File: src/rtl/pps_pkg.sv
// shared constants, widths and tables of the pure pursuit steering block
package pps_pkg;

  localparam int MAX_POINTS  = 64;
  localparam int STALE_TICKS = 12;
  localparam int AGE_W       = 5;
  localparam logic [AGE_W-1:0] AGE_SAT = '1;

  localparam int CNT_W  = $clog2(MAX_POINTS + 1);
  localparam int ST_AW  = $clog2(2 * MAX_POINTS);
  localparam int ST_DEPTH = 2 * MAX_POINTS;
  localparam int PT_W   = 48;

  localparam int CFG_IW = 3;
  localparam int CFG_DW = 16;

  // register indexes
  localparam logic [CFG_IW-1:0] REG_WHEEL_BASE  = 3'd0;
  localparam logic [CFG_IW-1:0] REG_STEER_LIMIT = 3'd1;
  localparam logic [CFG_IW-1:0] REG_SIDE_RATIO  = 3'd2;
  localparam logic [CFG_IW-1:0] REG_REACH_MIN   = 3'd3;
  localparam logic [CFG_IW-1:0] REG_REACH_MAX   = 3'd4;
  localparam logic [CFG_IW-1:0] REG_REACH_GAIN  = 3'd5;
  localparam logic [CFG_IW-1:0] REG_SPEED_FLOOR = 3'd6;
  localparam logic [CFG_IW-1:0] REG_SPEED_CAP   = 3'd7;

  // item kinds
  localparam logic [1:0] KIND_SPEED = 2'd0;
  localparam logic [1:0] KIND_POINT = 2'd1;
  localparam logic [1:0] KIND_TICK  = 2'd2;

  // cordic widths
  localparam int CRD_ITERS = 16;
  localparam int CRD_IW    = $clog2(CRD_ITERS);
  localparam int CRD_XW    = 36;
  localparam int CRD_ZW    = 19;

  // divider widths
  localparam int DIV_NW = 31;
  localparam int DIV_DW = 17;
  localparam int DIV_CW = $clog2(DIV_NW + 1);

  // arctangent table, rad * 65536
  function automatic logic signed [CRD_ZW-1:0] arc_tab(input logic [CRD_IW-1:0] i);
    logic signed [CRD_ZW-1:0] r;
    unique case (i)
      4'd0:  r = 19'sd51472;
      4'd1:  r = 19'sd30386;
      4'd2:  r = 19'sd16055;
      4'd3:  r = 19'sd8150;
      4'd4:  r = 19'sd4091;
      4'd5:  r = 19'sd2047;
      4'd6:  r = 19'sd1024;
      4'd7:  r = 19'sd512;
      4'd8:  r = 19'sd256;
      4'd9:  r = 19'sd128;
      4'd10: r = 19'sd64;
      4'd11: r = 19'sd32;
      4'd12: r = 19'sd16;
      4'd13: r = 19'sd8;
      4'd14: r = 19'sd4;
      default: r = 19'sd2;
    endcase
    return r;
  endfunction

endpackage

File: src/rtl/pps_divu.sv
// restoring unsigned divider, one quotient bit per cycle
module pps_divu (
  input  logic                        clk,
  input  logic                        rst,
  input  logic                        start,
  input  logic [pps_pkg::DIV_NW-1:0]  dividend,
  input  logic [pps_pkg::DIV_DW-1:0]  divisor,
  output logic                        done,
  output logic [pps_pkg::DIV_NW-1:0]  quotient
);
  import pps_pkg::*;

  logic [DIV_DW:0]   rem;
  logic [DIV_DW:0]   trial;
  logic [DIV_DW-1:0] dsr;
  logic [DIV_CW-1:0] cnt;
  logic              busy;

  assign trial = {rem[DIV_DW-1:0], quotient[DIV_NW-1]};

  // shift and subtract
  always_ff @(posedge clk) begin
    if (rst) begin
      busy <= 1'b0;
      done <= 1'b0;
      cnt  <= '0;
    end else begin
      done <= busy && !start && (cnt == DIV_CW'(DIV_NW - 1));
      if (start) begin
        busy     <= 1'b1;
        cnt      <= '0;
        rem      <= '0;
        dsr      <= divisor;
        quotient <= dividend;
      end else if (busy) begin
        if (trial >= {1'b0, dsr}) begin
          rem      <= trial - {1'b0, dsr};
          quotient <= {quotient[DIV_NW-2:0], 1'b1};
        end else begin
          rem      <= trial;
          quotient <= {quotient[DIV_NW-2:0], 1'b0};
        end
        cnt <= cnt + 1'b1;
        if (cnt == DIV_CW'(DIV_NW - 1)) begin
          busy <= 1'b0;
        end
      end
    end
  end
endmodule

File: config.mk
export PLATFORM = sky130hd
export DESIGN_NAME = pps_divu
export DESIGN_NICKNAME = d
export VERILOG_FILES = /design/src/rtl/pps_pkg.sv /design/src/rtl/pps_divu.sv
export SDC_FILE = /design/constraint.sdc
export NUM_CORES = 1
export LEC_CHECK = 0
export ABC_CLOCK_PERIOD_IN_PS = 7800
export CORE_MARGIN = 2
export CORE_UTILIZATION = 55
export DETAILED_ROUTE_END_ITERATION = 6
export DONT_BUFFER_PORTS = 1
export PLACE_DENSITY = 0.74
export SLEW_MARGIN = 20
export SYNTH_ARGS = -nofsm -noshare
export SYNTH_HDL_FRONTEND = slang
export SYNTH_SLANG_ARGS = --single-unit
File: constraint.sdc
create_clock -name clk -period 7.8 [get_ports clk]
set_input_delay 1.56 -clock clk [delete_from_list [all_inputs] [get_ports clk]]
set_output_delay 1.56 -clock clk [all_outputs]
set_load 0.05 [all_outputs]
==> impl_metrics.toml <==
[outcome]
outcome = "completed"

[yosys]
mean_area_per_synthesized_cell_um2 = 12.1
netlist.top_cell.by_area = "sky130_fd_sc_hd__edfxtp_1"
yosysUniqueCellTypes = 50
ys_seq_elements = 72
post-synth-top-area-fraction_pct = 50.3
synth_enable_flop_cells = 65
synth_ff_type = "sky130_fd_sc_hd__edfxtp_1"
synth.top_cells.by_area = "sky130_fd_sc_hd__edfxtp_1 (50%), sky130_fd_sc_hd__mux2_2 (9.3%), sky130_fd_sc_hd__ha_1 (6.1%), sky130_fd_sc_hd__dfxtp_1 (3.6%), sky130_fd_sc_hd__mux2i_1 (2.6%)"
synth_cells = 321
mappedNetlistNets = 392
postSynth.asyncResetShare_pct = 0
synth-seq-area-share_pct = 53.9
synth.yosys.warnings = 0
mappedNetlistArea_mm2 = 0.00388

[clock_tree]
inserted_clock_buffers = 9
ctsResizeCount = 0
cts_setup_buffers = 0
post_cts_hold_buffer_count = 0
worst_setup_hold_path_clk_slew_ns = 0.08
cts_buffer_depth = 2
clkLatencyLatePin_ns = 0.35
tritoncts = "built"
cts.sinks = 72
ctsHtreeMaxLevel = 3
clockRootBuffer = "sky130_fd_sc_hd__clkbuf_8"

[placed_design]
gpl_congestion = 0.927
place_hpwl_um = 5130
port-buffer-count = 0
place_inst = 404
placement.cell_area_mm2 = 0.00396

[timing]
final-setup-viol-count = 0
layout_min_cycle_time_ns = 3.59
finalHoldViolations = 0
pins_over_their_slew_limit = 0
final_worst_path_period_share_pct = 46.1
fin_skew_ns = 0.00831
worst_slew_margin_rel_pct = 37.3
worstMarginPinSlew_ns = 0.939
totalNegativeSetupSlack_ns = 0
rsz0062_at_grt = "false"
max_freq_ghz = 0.278

[route]
pre_repair_dr_iteration_count = 4
via_count = 2461
avgViaCountPerCell = 5.86
drc = 0
totalWireLength_um = 7550
drt_iter0_drc = 223
postRouteAntennaNets = 0
wl_per_cell_um = 18.0

[power_and_ir_drop]
power.net_switching_uw = 320
comb_power_share_pct = 19.6
total_leakage_power_nw = 1.57
p_int_uw = 672
clock_power_share_pct = 29.0
power.switching_fraction_pct = 32.3
power.ir.vdd_worst_v = 0.000138
power.share.sequential_pct = 51.4
power_density_mw_per_mm2 = 239

[floorplanning]
die-width_um = 88.0
area_of_the_die_mm2 = 0.00774
rows = 30
dieHeight_um = 88.0
fp.coreArea_mm2 = 0.00679
initial_standard_cell_utilization_of_the_core_pct = 57.1
floorplan.io_pins = 83

[worst_setup_path]
criticalPathCategory = "reg2reg"
r2r_cells = 11
path_max_fanout = 10
end_kind = "flop"
critPathArrivalTime_ns = 3.71
cp-start-kind = "flop"
critPathRequiredTime_ns = 7.91

[global_route]
grt_antenna_before_repair = 0
number_of_global_route_vias_before_repair = 2400
grt_start_max_net_pins = 54
wire_length_of_the_first_global_routing_pass_um = 11900
global_route.usage.total_pct = 20.7
global_route_overflow = 0

[finish]
non_filler_cells_final = 420
layout.cells.most_common = "sky130_fd_sc_hd__edfxtp_1"
fraction_of_layout_cells_with_a_size_suffix_above_1_pct = 18.2
post-route-cell-area_mm2 = 0.00415
postLayoutCoreUtil_pct = 61.0
final_cell_mix = "sky130_fd_sc_hd__edfxtp_1 (65), sky130_fd_sc_hd__mux2_2 (32), sky130_fd_sc_hd__inv_1 (25)"
fillerInstances = 532
num_antenna_cells = 0
synthToLayoutAreaGrowth_pct = 6.90
finalNetCount = 390

[worst_hold_path]
worstHoldPathType = "reg2reg"
timing.hold.worst_path_depth = 2

[run]
max-cap-violations = 0
synthesized netlist by cell type, drive strengths merged (2+ instances only):
cell type	count
edfxtp	65
mux2	32
inv	25
nor2	23
ha	19
a21oi	17
nand2	13
clkbuf	11
mux2i	10
o21ai	10
a211oi	8
xnor2	8
dfxtp	7
xor2	7
nand4	6
a21o	5
buf	5
a31oi	4
nand3	4
o21bai	4
and3	3
nor2b	3
nor3	3
o211ai	3
o21a	3
a2111oi	2
o2111ai	2
or2	2
or3	2
power by group through the flow:
stage               sequential (mW)  clock (mW)  combinational, mW
floorplan                     0.513           0              0.163
global placement              0.518           0              0.187
detailed placement            0.518           0              0.193
CTS                           0.510       0.291              0.194
global route                  0.513       0.305              0.216
finish                        0.510       0.288              0.195
per-stage QoR:
stage / worst slack, ns / hold slack [ns] / power [mW]
after floorplan: 3.10 / 0.467 / 0.675
after global placement: 4.40 / 0.495 / 0.705
after detailed placement: 4.27 / 0.496 / 0.711
after CTS: 4.25 / 0.513 / 0.995
after global routing: 3.94 / 0.542 / 1.03
final: 4.21 / 0.515 / 0.992
layer usage:
metal,vias to the layer above,global-route usage (%),share of wire (%)
met1,1168,27.2,44
met2,88,30.9,46
li1,1195,-,-
met4,0,7.69,1.6
met3,10,8.39,8.4
met5,-,0,0
worst paths after layout:
| path | from | end | slack, ns |
|---|---|---|---|
| max | quotient[30] | rem[3] | 4.21 |
| min | cnt[4] | done | 0.52 |
| max reg2reg | quotient[30] | rem[3] | 4.21 |
| min reg2reg | cnt[4] | done | 0.52 |
worst max-delay path: stages, from the launching register on:
cell and delay, ns:
sky130_fd_sc_hd__edfxtp_1 0.70, sky130_fd_sc_hd__inv_1 0.11, sky130_fd_sc_hd__ha_1 0.24, sky130_fd_sc_hd__inv_1 0.07, sky130_fd_sc_hd__fa_1 0.24, sky130_fd_sc_hd__a211oi_1 0.11
sky130_fd_sc_hd__o21ai_1 0.32, sky130_fd_sc_hd__a311oi_2 0.20, sky130_fd_sc_hd__o21ai_1 0.76, sky130_fd_sc_hd__buf_4 0.33, sky130_fd_sc_hd__mux2i_1 0.21, sky130_fd_sc_hd__nor2_1 0.07
state kept, by name, summed over array words and instances, names as in the netlist:
name and flops:
cnt 5, done 1, busy 1, rem 17
quotient 31, dsr 17
kinds of logic (layout without fill, tap and decap cells):
| group | after synthesis | count (layout) | share of synthesized area, % |
|---|---|---|---|
| AOI/OAI and AO/OA | 67 | 67 | 11.9 |
| xor gates and xnor gates | 15 | 15 | 3.39 |
| adders and majority gates | 20 | 20 | 6.64 |
| buffers and inverters | 41 | 44 | 4.22 |
| DFF | 72 | 72 | 53.9 |
| muxes | 42 | 42 | 11.9 |
| and+or+nand+nor | 64 | 64 | 8.03 |
final cells by class:
class	count	area, um^2	share of cell area, %
Sequential cell	72	2090	50.4
Clock inverter	6	50.0	1.21
Timing Repair Buffer	3	22.5	0.543
Tap cell	96	120	2.90
Clock buffer	10	138	3.32
Inverter	25	93.8	2.26
Multi-Input combinational cell	208	1630	39.3
Note: power is estimated with default switching activity, not from simulation.
